File: src/rtl/core/ira_pkg.sv
// Shared types, constants and helpers for the integer to radix ASCII converter.
// No dependencies; every other file in rtl/core except ira_ram imports this package.
package ira_pkg;

  // Field widths
  localparam int VALUE_WIDTH = 32;
  localparam int BASE_WIDTH  = 6;
  localparam int CHAR_WIDTH  = 7;
  localparam int DIGIT_WIDTH = 6;

  // Divider chunking: eight quotient bits per cycle
  localparam int CHUNK      = 8;
  localparam int NCHUNK     = (VALUE_WIDTH + CHUNK - 1) / CHUNK;
  localparam int PAD_WIDTH  = NCHUNK * CHUNK;
  localparam int CNT_WIDTH  = (NCHUNK > 1) ? $clog2(NCHUNK) : 1;

  // Digit stack: at most one digit per value bit (base 2)
  localparam int MAX_DIGITS = VALUE_WIDTH;
  localparam int STACK_AW   = $clog2(MAX_DIGITS);

  // Job queue between front and back
  localparam int QUEUE_DEPTH = 2;
  localparam int QPTR_WIDTH  = (QUEUE_DEPTH > 1) ? $clog2(QUEUE_DEPTH) : 1;
  localparam int QCNT_WIDTH  = $clog2(QUEUE_DEPTH + 1);

  // Radix limits
  localparam logic [BASE_WIDTH-1:0] BASE_MIN = 6'd2;
  localparam logic [BASE_WIDTH-1:0] BASE_MAX = 6'd36;
  localparam logic [BASE_WIDTH-1:0] BASE_TEN = 6'd10;

  // Character codes
  localparam logic [CHAR_WIDTH-1:0] CHAR_NONE  = 7'h00;
  localparam logic [CHAR_WIDTH-1:0] CHAR_ZERO  = 7'h30;
  localparam logic [CHAR_WIDTH-1:0] CHAR_ALPHA = 7'h41;
  localparam logic [CHAR_WIDTH-1:0] CHAR_MINUS = 7'h2D;
  localparam logic [CHAR_WIDTH-1:0] CHAR_LAST_DIGIT = 7'h39;
  localparam logic [CHAR_WIDTH-1:0] CHAR_LAST_ALPHA = 7'h5A;
  localparam logic [CHAR_WIDTH-1:0] DECIMAL_DIGITS  = 7'd10;

  // Input request
  typedef struct packed {
    logic signed [VALUE_WIDTH-1:0] value;
    logic [BASE_WIDTH-1:0]         base;
  } in_req_t;

  // Output request
  typedef struct packed {
    logic [CHAR_WIDTH-1:0] char_code;
    logic                  last;
    logic                  bad_base;
  } out_req_t;

  // Job classification
  typedef enum logic [1:0] {
    JOB_DIGITS,
    JOB_ZERO,
    JOB_BAD
  } job_kind_e;

  typedef struct packed {
    job_kind_e              kind;
    logic                   neg;
    logic [BASE_WIDTH-1:0]  base;
    logic [VALUE_WIDTH-1:0] mag;
  } job_t;

  // Map a digit value 0..35 to its ASCII character
  function automatic logic [CHAR_WIDTH-1:0] digit_char(input logic [DIGIT_WIDTH-1:0] d);
    logic [CHAR_WIDTH-1:0] dw;
    dw = {1'b0, d};
    if (dw < DECIMAL_DIGITS) begin
      return CHAR_ZERO + dw;
    end
    return CHAR_ALPHA + (dw - DECIMAL_DIGITS);
  endfunction

endpackage

File: src/rtl/core/integer_to_radix_ascii.sv
// Top level of the integer to radix ASCII converter: front end, job queue, back end.
// Depends on ira_pkg, ira_front, ira_queue, ira_back.
//
//   channel   direction  handshake          payload
//   request   in         push / full        data_i   (value, base)
//   result    out        pop / empty        data_o   (char_code, last, bad_base)
//
// A zero value or a bad radix yields its lone result character straight from idle.
// Otherwise each digit takes one alignment step plus one divide step per significant
// 8-bit chunk of the running quotient in the shared divider, and each character
// passes through the digit stack read port as a read request, then the read data.
// Reset clears the queue, the sequencer and the result valid flag; no clearing pass.
// A stalled result holds the back end at its next character; the two-entry job queue keeps taking requests until full.
module integer_to_radix_ascii (
  input  logic               clk_i,
  input  logic               rst_ni,
  input  ira_pkg::in_req_t   data_i,
  input  logic               push,
  output logic               full,
  output ira_pkg::out_req_t  data_o,
  output logic               empty,
  input  logic               pop
);
  import ira_pkg::*;

  job_t front_job;
  job_t queue_job;
  logic q_push;
  logic q_full;
  logic q_pop;
  logic q_empty;

  // Classify incoming requests
  ira_front u_front (
    .data_i   (data_i),
    .push_i   (push),
    .full_o   (full),
    .q_full_i (q_full),
    .q_push_o (q_push),
    .job_o    (front_job)
  );

  // Buffer classified jobs
  ira_queue u_queue (
    .clk_i   (clk_i),
    .rst_ni  (rst_ni),
    .push_i  (q_push),
    .job_i   (front_job),
    .full_o  (q_full),
    .pop_i   (q_pop),
    .job_o   (queue_job),
    .empty_o (q_empty)
  );

  // Convert and emit characters
  ira_back u_back (
    .clk_i       (clk_i),
    .rst_ni      (rst_ni),
    .job_i       (queue_job),
    .job_empty_i (q_empty),
    .job_pop_o   (q_pop),
    .res_o       (data_o),
    .empty_o     (empty),
    .pop_i       (pop)
  );

  // A bad radix result is a lone null character
  a_bad_base_lone: assert property (@(posedge clk_i) disable iff (!rst_ni)
    (!empty && data_o.bad_base) |-> (data_o.last && data_o.char_code == CHAR_NONE))
    else $error("bad radix result is not a lone terminating null");

  // A minus sign never ends a string
  a_minus_not_last: assert property (@(posedge clk_i) disable iff (!rst_ni)
    (!empty && data_o.char_code == CHAR_MINUS) |-> (!data_o.last && !data_o.bad_base))
    else $error("minus sign marked as last or bad radix");

  // Every good result is a digit, a letter or a minus sign
  a_char_legal: assert property (@(posedge clk_i) disable iff (!rst_ni)
    (!empty && !data_o.bad_base) |->
      ((data_o.char_code >= CHAR_ZERO && data_o.char_code <= CHAR_LAST_DIGIT) ||
       (data_o.char_code >= CHAR_ALPHA && data_o.char_code <= CHAR_LAST_ALPHA) ||
       (data_o.char_code == CHAR_MINUS)))
    else $error("result character outside the digit alphabet");

  // A job popped from the queue never coincides with an idle queue
  a_pop_nonempty: assert property (@(posedge clk_i) disable iff (!rst_ni)
    q_pop |-> !q_empty)
    else $error("back end took a job from an empty queue");

endmodule

File: src/rtl/core/ira_ram.sv
// Generic single-write, single-read RAM with registered read data.
// No dependencies.
module ira_ram #(
  parameter int WIDTH = 8,
  parameter int DEPTH = 32
) (
  input  logic                     clk_i,
  input  logic                     we_i,
  input  logic [$clog2(DEPTH)-1:0] waddr_i,
  input  logic [WIDTH-1:0]         wdata_i,
  input  logic                     re_i,
  input  logic [$clog2(DEPTH)-1:0] raddr_i,
  output logic [WIDTH-1:0]         rdata_o
);

  logic [WIDTH-1:0] mem_q [DEPTH];
  logic [WIDTH-1:0] rdata_q;

  // Write port
  always_ff @(posedge clk_i) begin
    if (we_i) begin
      mem_q[waddr_i] <= wdata_i;
    end
  end

  // Registered read port; hold data while not reading
  always_ff @(posedge clk_i) begin
    if (re_i) begin
      rdata_q <= mem_q[raddr_i];
    end
  end

  assign rdata_o = rdata_q;

endmodule

File: src/rtl/core/ira_front.sv
// Front end: accepts requests and classifies them into converter jobs.
// Depends on ira_pkg.
module ira_front (
  input  ira_pkg::in_req_t data_i,
  input  logic             push_i,
  output logic             full_o,
  input  logic             q_full_i,
  output logic             q_push_o,
  output ira_pkg::job_t    job_o
);
  import ira_pkg::*;

  logic                   bad;
  logic                   zero;
  logic                   neg;
  logic [VALUE_WIDTH-1:0] raw;

  // Accept whenever the job queue has room
  assign full_o   = q_full_i;
  assign q_push_o = push_i & ~q_full_i;

  // Classify: bad radix, zero, signed decimal
  assign raw  = data_i.value;
  assign bad  = (data_i.base < BASE_MIN) || (data_i.base > BASE_MAX);
  assign zero = (raw == '0);
  assign neg  = (data_i.base == BASE_TEN) && raw[VALUE_WIDTH-1];

  always_comb begin
    job_o.neg  = neg;
    job_o.base = data_i.base;
    job_o.mag  = neg ? (~raw + 1'b1) : raw;
    if (bad) begin
      job_o.kind = JOB_BAD;
    end else if (zero) begin
      job_o.kind = JOB_ZERO;
    end else begin
      job_o.kind = JOB_DIGITS;
    end
  end

endmodule

File: src/rtl/core/ira_queue.sv
// Short job queue decoupling the front end from the conversion back end.
// Depends on ira_pkg.
module ira_queue (
  input  logic          clk_i,
  input  logic          rst_ni,
  input  logic          push_i,
  input  ira_pkg::job_t job_i,
  output logic          full_o,
  input  logic          pop_i,
  output ira_pkg::job_t job_o,
  output logic          empty_o
);
  import ira_pkg::*;

  job_t                  slot_q [QUEUE_DEPTH];
  logic [QPTR_WIDTH-1:0] wr_ptr_q, wr_ptr_d;
  logic [QPTR_WIDTH-1:0] rd_ptr_q, rd_ptr_d;
  logic [QCNT_WIDTH-1:0] cnt_q, cnt_d;
  logic                  do_push;
  logic                  do_pop;

  assign full_o  = (cnt_q == QCNT_WIDTH'(QUEUE_DEPTH));
  assign empty_o = (cnt_q == '0);
  assign do_push = push_i & ~full_o;
  assign do_pop  = pop_i & ~empty_o;
  assign job_o   = slot_q[rd_ptr_q];

  // Advance pointers with wrap, track fill
  always_comb begin
    wr_ptr_d = wr_ptr_q;
    rd_ptr_d = rd_ptr_q;
    cnt_d    = cnt_q;
    if (do_push) begin
      wr_ptr_d = (wr_ptr_q == QPTR_WIDTH'(QUEUE_DEPTH - 1)) ? '0 : wr_ptr_q + 1'b1;
    end
    if (do_pop) begin
      rd_ptr_d = (rd_ptr_q == QPTR_WIDTH'(QUEUE_DEPTH - 1)) ? '0 : rd_ptr_q + 1'b1;
    end
    if (do_push && !do_pop) begin
      cnt_d = cnt_q + 1'b1;
    end else if (do_pop && !do_push) begin
      cnt_d = cnt_q - 1'b1;
    end
  end

  always_ff @(posedge clk_i or negedge rst_ni) begin
    if (!rst_ni) begin
      wr_ptr_q <= '0;
      rd_ptr_q <= '0;
      cnt_q    <= '0;
    end else begin
      wr_ptr_q <= wr_ptr_d;
      rd_ptr_q <= rd_ptr_d;
      cnt_q    <= cnt_d;
    end
  end

  // Store job payload
  always_ff @(posedge clk_i) begin
    if (do_push) begin
      slot_q[wr_ptr_q] <= job_i;
    end
  end

endmodule

File: src/rtl/core/ira_back.sv
// Back end: divides by the radix eight bits a cycle, stacks digits, emits them reversed.
// Depends on ira_pkg and ira_ram.
module ira_back (
  input  logic             clk_i,
  input  logic             rst_ni,
  input  ira_pkg::job_t    job_i,
  input  logic             job_empty_i,
  output logic             job_pop_o,
  output ira_pkg::out_req_t res_o,
  output logic             empty_o,
  input  logic             pop_i
);
  import ira_pkg::*;

  localparam logic [2:0] S_IDLE = 3'd0;
  localparam logic [2:0] S_NORM = 3'd1;
  localparam logic [2:0] S_DIV  = 3'd2;
  localparam logic [2:0] S_SIGN = 3'd3;
  localparam logic [2:0] S_RDA  = 3'd4;
  localparam logic [2:0] S_RDW  = 3'd5;

  logic [2:0]             state_q, state_d;
  logic [BASE_WIDTH-1:0]  base_q, base_d;
  logic                   neg_q, neg_d;
  logic [PAD_WIDTH-1:0]   dvd_q, dvd_d;
  logic [DIGIT_WIDTH-1:0] rem_q, rem_d;
  logic [CNT_WIDTH-1:0]   cnt_q, cnt_d;
  logic [STACK_AW:0]      nd_q, nd_d;
  logic [STACK_AW-1:0]    rd_idx_q, rd_idx_d;
  out_req_t               out_q, out_d;
  logic                   out_v_q, out_v_d;

  logic                   out_free;
  logic [PAD_WIDTH-1:0]   dvd_norm;
  logic [CNT_WIDTH-1:0]   top_chunk;
  logic [PAD_WIDTH-1:0]   dvd_next;
  logic [DIGIT_WIDTH-1:0] rem_next;
  logic                   ram_we;
  logic                   ram_re;
  logic [DIGIT_WIDTH-1:0] ram_rdata;

  assign out_free = ~out_v_q | pop_i;
  assign empty_o  = ~out_v_q;
  assign res_o    = out_q;

  // Find the highest nonzero chunk and align it to the top
  always_comb begin
    dvd_norm  = dvd_q;
    top_chunk = '0;
    for (int c = 0; c < NCHUNK; c++) begin
      if (|dvd_q[c*CHUNK +: CHUNK]) begin
        dvd_norm  = dvd_q << (CHUNK * (NCHUNK - 1 - c));
        top_chunk = CNT_WIDTH'(c);
      end
    end
  end

  // Eight restoring division steps on the top chunk
  always_comb begin
    logic [DIGIT_WIDTH:0] r;
    logic [DIGIT_WIDTH:0] t;
    logic [CHUNK-1:0]     chunk;
    logic [CHUNK-1:0]     q;
    r     = {1'b0, rem_q};
    chunk = dvd_q[PAD_WIDTH-1 -: CHUNK];
    q     = '0;
    for (int i = CHUNK - 1; i >= 0; i--) begin
      t = {r[DIGIT_WIDTH-1:0], chunk[i]};
      if (t >= {1'b0, base_q}) begin
        r    = t - {1'b0, base_q};
        q[i] = 1'b1;
      end else begin
        r = t;
      end
    end
    rem_next = r[DIGIT_WIDTH-1:0];
    dvd_next = (dvd_q << CHUNK) | PAD_WIDTH'(q);
  end

  // Sequencer: answer zero and bad radix jobs directly, else take job, divide digit by digit, then emit sign and digits
  always_comb begin
    state_d   = state_q;
    base_d    = base_q;
    neg_d     = neg_q;
    dvd_d     = dvd_q;
    rem_d     = rem_q;
    cnt_d     = cnt_q;
    nd_d      = nd_q;
    rd_idx_d  = rd_idx_q;
    out_d     = out_q;
    out_v_d   = out_v_q & ~pop_i;
    job_pop_o = 1'b0;
    ram_we    = 1'b0;
    ram_re    = 1'b0;
    unique case (state_q)
      S_IDLE: begin
        if (!job_empty_i) begin
          case (job_i.kind)
            JOB_DIGITS: begin
              job_pop_o = 1'b1;
              base_d    = job_i.base;
              neg_d     = job_i.neg;
              dvd_d     = PAD_WIDTH'(job_i.mag);
              nd_d      = '0;
              state_d   = S_NORM;
            end
            JOB_ZERO: begin
              if (out_free) begin
                job_pop_o       = 1'b1;
                out_d.char_code = CHAR_ZERO;
                out_d.last      = 1'b1;
                out_d.bad_base  = 1'b0;
                out_v_d         = 1'b1;
              end
            end
            default: begin
              if (out_free) begin
                job_pop_o       = 1'b1;
                out_d.char_code = CHAR_NONE;
                out_d.last      = 1'b1;
                out_d.bad_base  = 1'b1;
                out_v_d         = 1'b1;
              end
            end
          endcase
        end
      end
      S_NORM: begin
        dvd_d   = dvd_norm;
        cnt_d   = top_chunk;
        rem_d   = '0;
        state_d = S_DIV;
      end
      S_DIV: begin
        dvd_d = dvd_next;
        rem_d = rem_next;
        if (cnt_q == '0) begin
          ram_we = 1'b1;
          nd_d   = nd_q + 1'b1;
          if (dvd_next == '0) begin
            rd_idx_d = nd_q[STACK_AW-1:0];
            state_d  = neg_q ? S_SIGN : S_RDA;
          end else begin
            state_d = S_NORM;
          end
        end else begin
          cnt_d = cnt_q - 1'b1;
        end
      end
      S_SIGN: begin
        if (out_free) begin
          out_d.char_code = CHAR_MINUS;
          out_d.last      = 1'b0;
          out_d.bad_base  = 1'b0;
          out_v_d         = 1'b1;
          state_d         = S_RDA;
        end
      end
      S_RDA: begin
        ram_re  = 1'b1;
        state_d = S_RDW;
      end
      S_RDW: begin
        if (out_free) begin
          out_d.char_code = digit_char(ram_rdata);
          out_d.last      = (rd_idx_q == '0);
          out_d.bad_base  = 1'b0;
          out_v_d         = 1'b1;
          if (rd_idx_q == '0) begin
            state_d = S_IDLE;
          end else begin
            rd_idx_d = rd_idx_q - 1'b1;
            state_d  = S_RDA;
          end
        end
      end
      default: begin
        state_d = S_IDLE;
      end
    endcase
  end

  always_ff @(posedge clk_i or negedge rst_ni) begin
    if (!rst_ni) begin
      state_q <= S_IDLE;
      out_v_q <= 1'b0;
    end else begin
      state_q <= state_d;
      out_v_q <= out_v_d;
    end
  end

  // Datapath registers
  always_ff @(posedge clk_i) begin
    base_q   <= base_d;
    neg_q    <= neg_d;
    dvd_q    <= dvd_d;
    rem_q    <= rem_d;
    cnt_q    <= cnt_d;
    nd_q     <= nd_d;
    rd_idx_q <= rd_idx_d;
    out_q    <= out_d;
  end

  // Digit stack, least significant digit at address zero
  ira_ram #(
    .WIDTH (DIGIT_WIDTH),
    .DEPTH (MAX_DIGITS)
  ) u_stack (
    .clk_i   (clk_i),
    .we_i    (ram_we),
    .waddr_i (nd_q[STACK_AW-1:0]),
    .wdata_i (rem_next),
    .re_i    (ram_re),
    .raddr_i (rd_idx_q),
    .rdata_o (ram_rdata)
  );

endmodule
File: config.mk
export PLATFORM = sky130hd
export DESIGN_NAME = integer_to_radix_ascii
export DESIGN_NICKNAME = d
export VERILOG_FILES = /design/src/rtl/core/ira_pkg.sv /design/src/rtl/core/integer_to_radix_ascii.sv /design/src/rtl/core/ira_ram.sv /design/src/rtl/core/ira_front.sv /design/src/rtl/core/ira_queue.sv /design/src/rtl/core/ira_back.sv
export SDC_FILE = /design/constraint.sdc
export NUM_CORES = 1
export LEC_CHECK = 0
export ABC_CLOCK_PERIOD_IN_PS = 52000
export BUFFER_PORTS_ARGS = -buffer_cell sky130_fd_sc_hd__buf_2
export CORE_ASPECT_RATIO = 0.8
export CORE_MARGIN = 2
export CORE_UTILIZATION = 30
export CTS_BUF_LIST = sky130_fd_sc_hd__clkbuf_8
export CTS_CLUSTER_SIZE = 28
export DETAILED_ROUTE_END_ITERATION = 10
export GPL_ROUTABILITY_DRIVEN = 0
export PLACE_DENSITY = 0.47
export REMOVE_ABC_BUFFERS = 1
export SYNTH_ARGS = -nofsm -noshare
export SYNTH_HDL_FRONTEND = slang
export SYNTH_HIERARCHICAL = 1
export SYNTH_SLANG_ARGS = --single-unit
export TNS_END_PERCENT = 20
File: constraint.sdc
create_clock -name clk_i -period 52 [get_ports clk_i]
set_clock_uncertainty 0.2 [all_clocks]
set_input_delay 5.2 -clock clk_i [delete_from_list [all_inputs] [get_ports clk_i]]
set_output_delay 5.2 -clock clk_i [all_outputs]
set_load 0.02 [all_outputs]
==> results.sh <==
export IMPL_syn_cell_area_um2=18100
export IMPL_synth_top_flop_cell="edfxtp_1"
export IMPL_synth_top_area_share_pct=57.4
export IMPL_firstDrtPassIters=5
export IMPL_fillers=5792
export IMPL_fin_setup_tns_ns=0
export IMPL_wl_per_cell_um=20.1
export IMPL_worstPathArrival_ns=20.97
export IMPL_synth_cell_type_count=85
export IMPL_routed_wl_um=43700
export IMPL_grt_pass1_wl_um=67100
export IMPL_htree_levels=2
export IMPL_worst_pin_slew_ns=1.27
export IMPL_die_x_um=279
export IMPL_vias_per_cell=5.01
export IMPL_grt_pass1_vias=10800
export IMPL_ioPinCount=53
export IMPL_vias=10900
export IMPL_synthToLayoutAreaGrowth_pct=11.7
export IMPL_hold_violations=0
export IMPL_worstSkewPairLatency_ns=0.66
export IMPL_rsz0062_at_grt="false"
export IMPL_tritoncts="done"
export IMPL_status="finished, final reports clean"
export IMPL_grt_usage_pct=14.1
export IMPL_whs_ns=0.339
export IMPL_postCtsSetupBuffers=0
export IMPL_slew_viol_final=0
export IMPL_cts_sinks=354
export IMPL_drive_gt1_share_pct=20.4
export IMPL_clk_pin_slew_ns=0.06
export IMPL_final_core_util_pct=33.9
export IMPL_avgSynthCellArea_um2=14.2
export IMPL_critPathKind="reg2reg"
export IMPL_crit_path_max_fanout=32
export IMPL_worst_setup_path_start_kind="register"
export IMPL_postSynthCellCount=1273
export IMPL_yosys_warnings=6
export IMPL_crit_top_cell="o21ai_0"
export IMPL_relSlewSlack_pct=14.3
export IMPL_cts_buffers=61
export IMPL_required_ns=52.11
export IMPL_portBuffers=52
export IMPL_antenna_found_initial=3
export IMPL_initial_core_util_pct=30.3
export IMPL_fmax_ghz=0.0479
export IMPL_dieArea_um2=62300
export IMPL_core_area_um2=59700
export IMPL_rows=80
export IMPL_min_path_type="reg2reg"
export IMPL_drc=0
export IMPL_hold_buffers=0
export IMPL_setup_viol=0
export IMPL_synth_top_cells_by_area="edfxtp_1, mux4_2, ha_1"
export IMPL_die_h_um=224
export IMPL_yosysSeqAreaShare_pct=58.5
export IMPL_clk_path_buf_depth=3
export IMPL_cap_viol_max_count=0
export IMPL_slowest_stage="a221oi_2"
export IMPL_dp_hpwl_um=30000
export IMPL_layout_nets=1448
export IMPL_root_buffer="clkbuf_8"
export IMPL_synth_seq_cells=354
export IMPL_ant_nets=0
export IMPL_cp_slowest_stage_delay_ns=0.87
export IMPL_fin_crit_sh_pct=40.1
export IMPL_synth_edff_count=346
export IMPL_async_reset_ff_share_pct=2.26
export IMPL_final_min_clock_period_ns=20.86
export IMPL_grt_overflow_total=0
export IMPL_grt_max_degree=53
export IMPL_worstSetupEndpointType="register"
export IMPL_drt_iter0_markers=942
export IMPL_cts_resized=0
export IMPL_synth_largest_area_cell="edfxtp_1"
state kept, by name (all words and copies together), names as in the netlist, 6 cells and up:
register and cells:
u_back/res_o 9, u_back/dvd_q 32, u_back/u_stack/rdata_o 6, u_back/u_stack/mem_q 192, u_queue/slot_q 82, u_back/base_q 6
u_back/rem_q 6
stage by stage:
stage,std cells,worst slack [ns],cell area [µm²]
after CTS,2174,31.23,20200
after global routing,2175,29.04,20200
after detailed placement,2058,31.38,19100
after global placement,2058,31.99,19100
final,2175,31.14,20200
after floorplan,1219,34.34,17700
cell usage after synthesis, types with 7 or more instances:
cell	n
mux4_2	60
nor4_1	12
mux2_2	18
o21ai_0	42
mux2_4	40
nor2_1	119
and2_1	10
ha_1	56
buf_6	8
xnor2_1	34
nand2b_1	15
nor3_1	16
dfrtp_1	8
edfxtp_1	346
mux2i_1	11
or4_1	10
o21a_1	12
a21o_1	13
a31oi_1	22
nand2_1	52
a221o_1	8
nor2b_1	11
buf_4	11
a222oi_1	8
xor2_1	34
fa_1	8
a21oi_1	53
clkbuf_1	24
a211oi_1	7
nand3b_1	8
a22o_1	12
inv_1	64
nand3_1	13
per-layer routing:
metal	wire, µm	part of all wire, %	track usage, %
met5	13	0.030	0
met4	1000	2.3	4.84
met3	2790	6.4	2.86
met2	17700	41	19.5
met1	22200	51	21.8
worst max-delay path: cells and delay by family (launching register included):
family / cells / cell delay [ns]
AO/OA/AOI/OAI: 39 / 11.62
adder cells (fa/ha/maj): 8 / 2.47
buffers and inverters: 5 / 0.78
flip-flops: 1 / 0.51
multiplexers: 3 / 1.22
AND/OR/NAND/NOR: 16 / 3.67
cells in the final DEF (no fill, tap or decap), drive strengths merged, types with 12 or more instances in the layout:
cell type | Yosys | final
edfxtp | 346 | 346
nor2 | 119 | 119
inv | 64 | 90
clkbuf | 24 | 64
mux4 | 60 | 60
buf | 30 | 60
mux2 | 58 | 58
ha | 56 | 56
a21oi | 53 | 53
nand2 | 52 | 52
o21ai | 47 | 47
xnor2 | 34 | 34
xor2 | 34 | 34
clkinv | 2 | 26
a31oi | 22 | 22
nor3 | 16 | 16
nand2b | 15 | 15
nor4 | 14 | 14
nand3 | 13 | 13
a21o | 13 | 13
o21a | 13 | 13
a22o | 12 | 12
cells by family after synthesis:
group | after synthesis | synth area share, %
multiplexers | 129 | 12.5
adder cells (fa/ha/maj) | 64 | 4.76
flip-flops | 354 | 58.5
XOR/XNOR | 68 | 3.29
AO/OA/AOI/OAI | 232 | 8.98
buffers and inverters | 120 | 3.44
AND/OR/NAND/NOR | 306 | 8.47
final cells by class:
class	instances	area (µm²)	share of cell area [%]
inverters	66	248	1.23
repair buffers	60	320	1.59
clock inverters	52	246	1.22
multi-input cells	799	6940	34.3
well taps	779	975	4.82
diodes	1	2.50	0.0124
clock buffers	64	881	4.36
flip-flops and latches	354	10600	52.4
path summary, 6_finish.rpt:
path,cells past startpoint,to,start,slack [ns]
setup / recovery,71,u_back/u_stack/mem_q[25][4],u_back/base_q[1],31.14
hold / removal,1,u_queue/cnt_q[1],u_queue/cnt_q[1],0.34
setup reg to reg,71,u_back/u_stack/mem_q[25][4],u_back/base_q[1],31.14
hold reg to reg,1,u_queue/cnt_q[1],u_queue/cnt_q[1],0.34
max in group asynchronous,1,u_queue/rd_ptr_q,rst_ni,47.16
min in group asynchronous,1,u_back/state_q[0],rst_ni,4.21
Power is left out: the tool's default activity adds up to more than one toggle a clock period on the data nets, which glitch-free logic cannot reach.
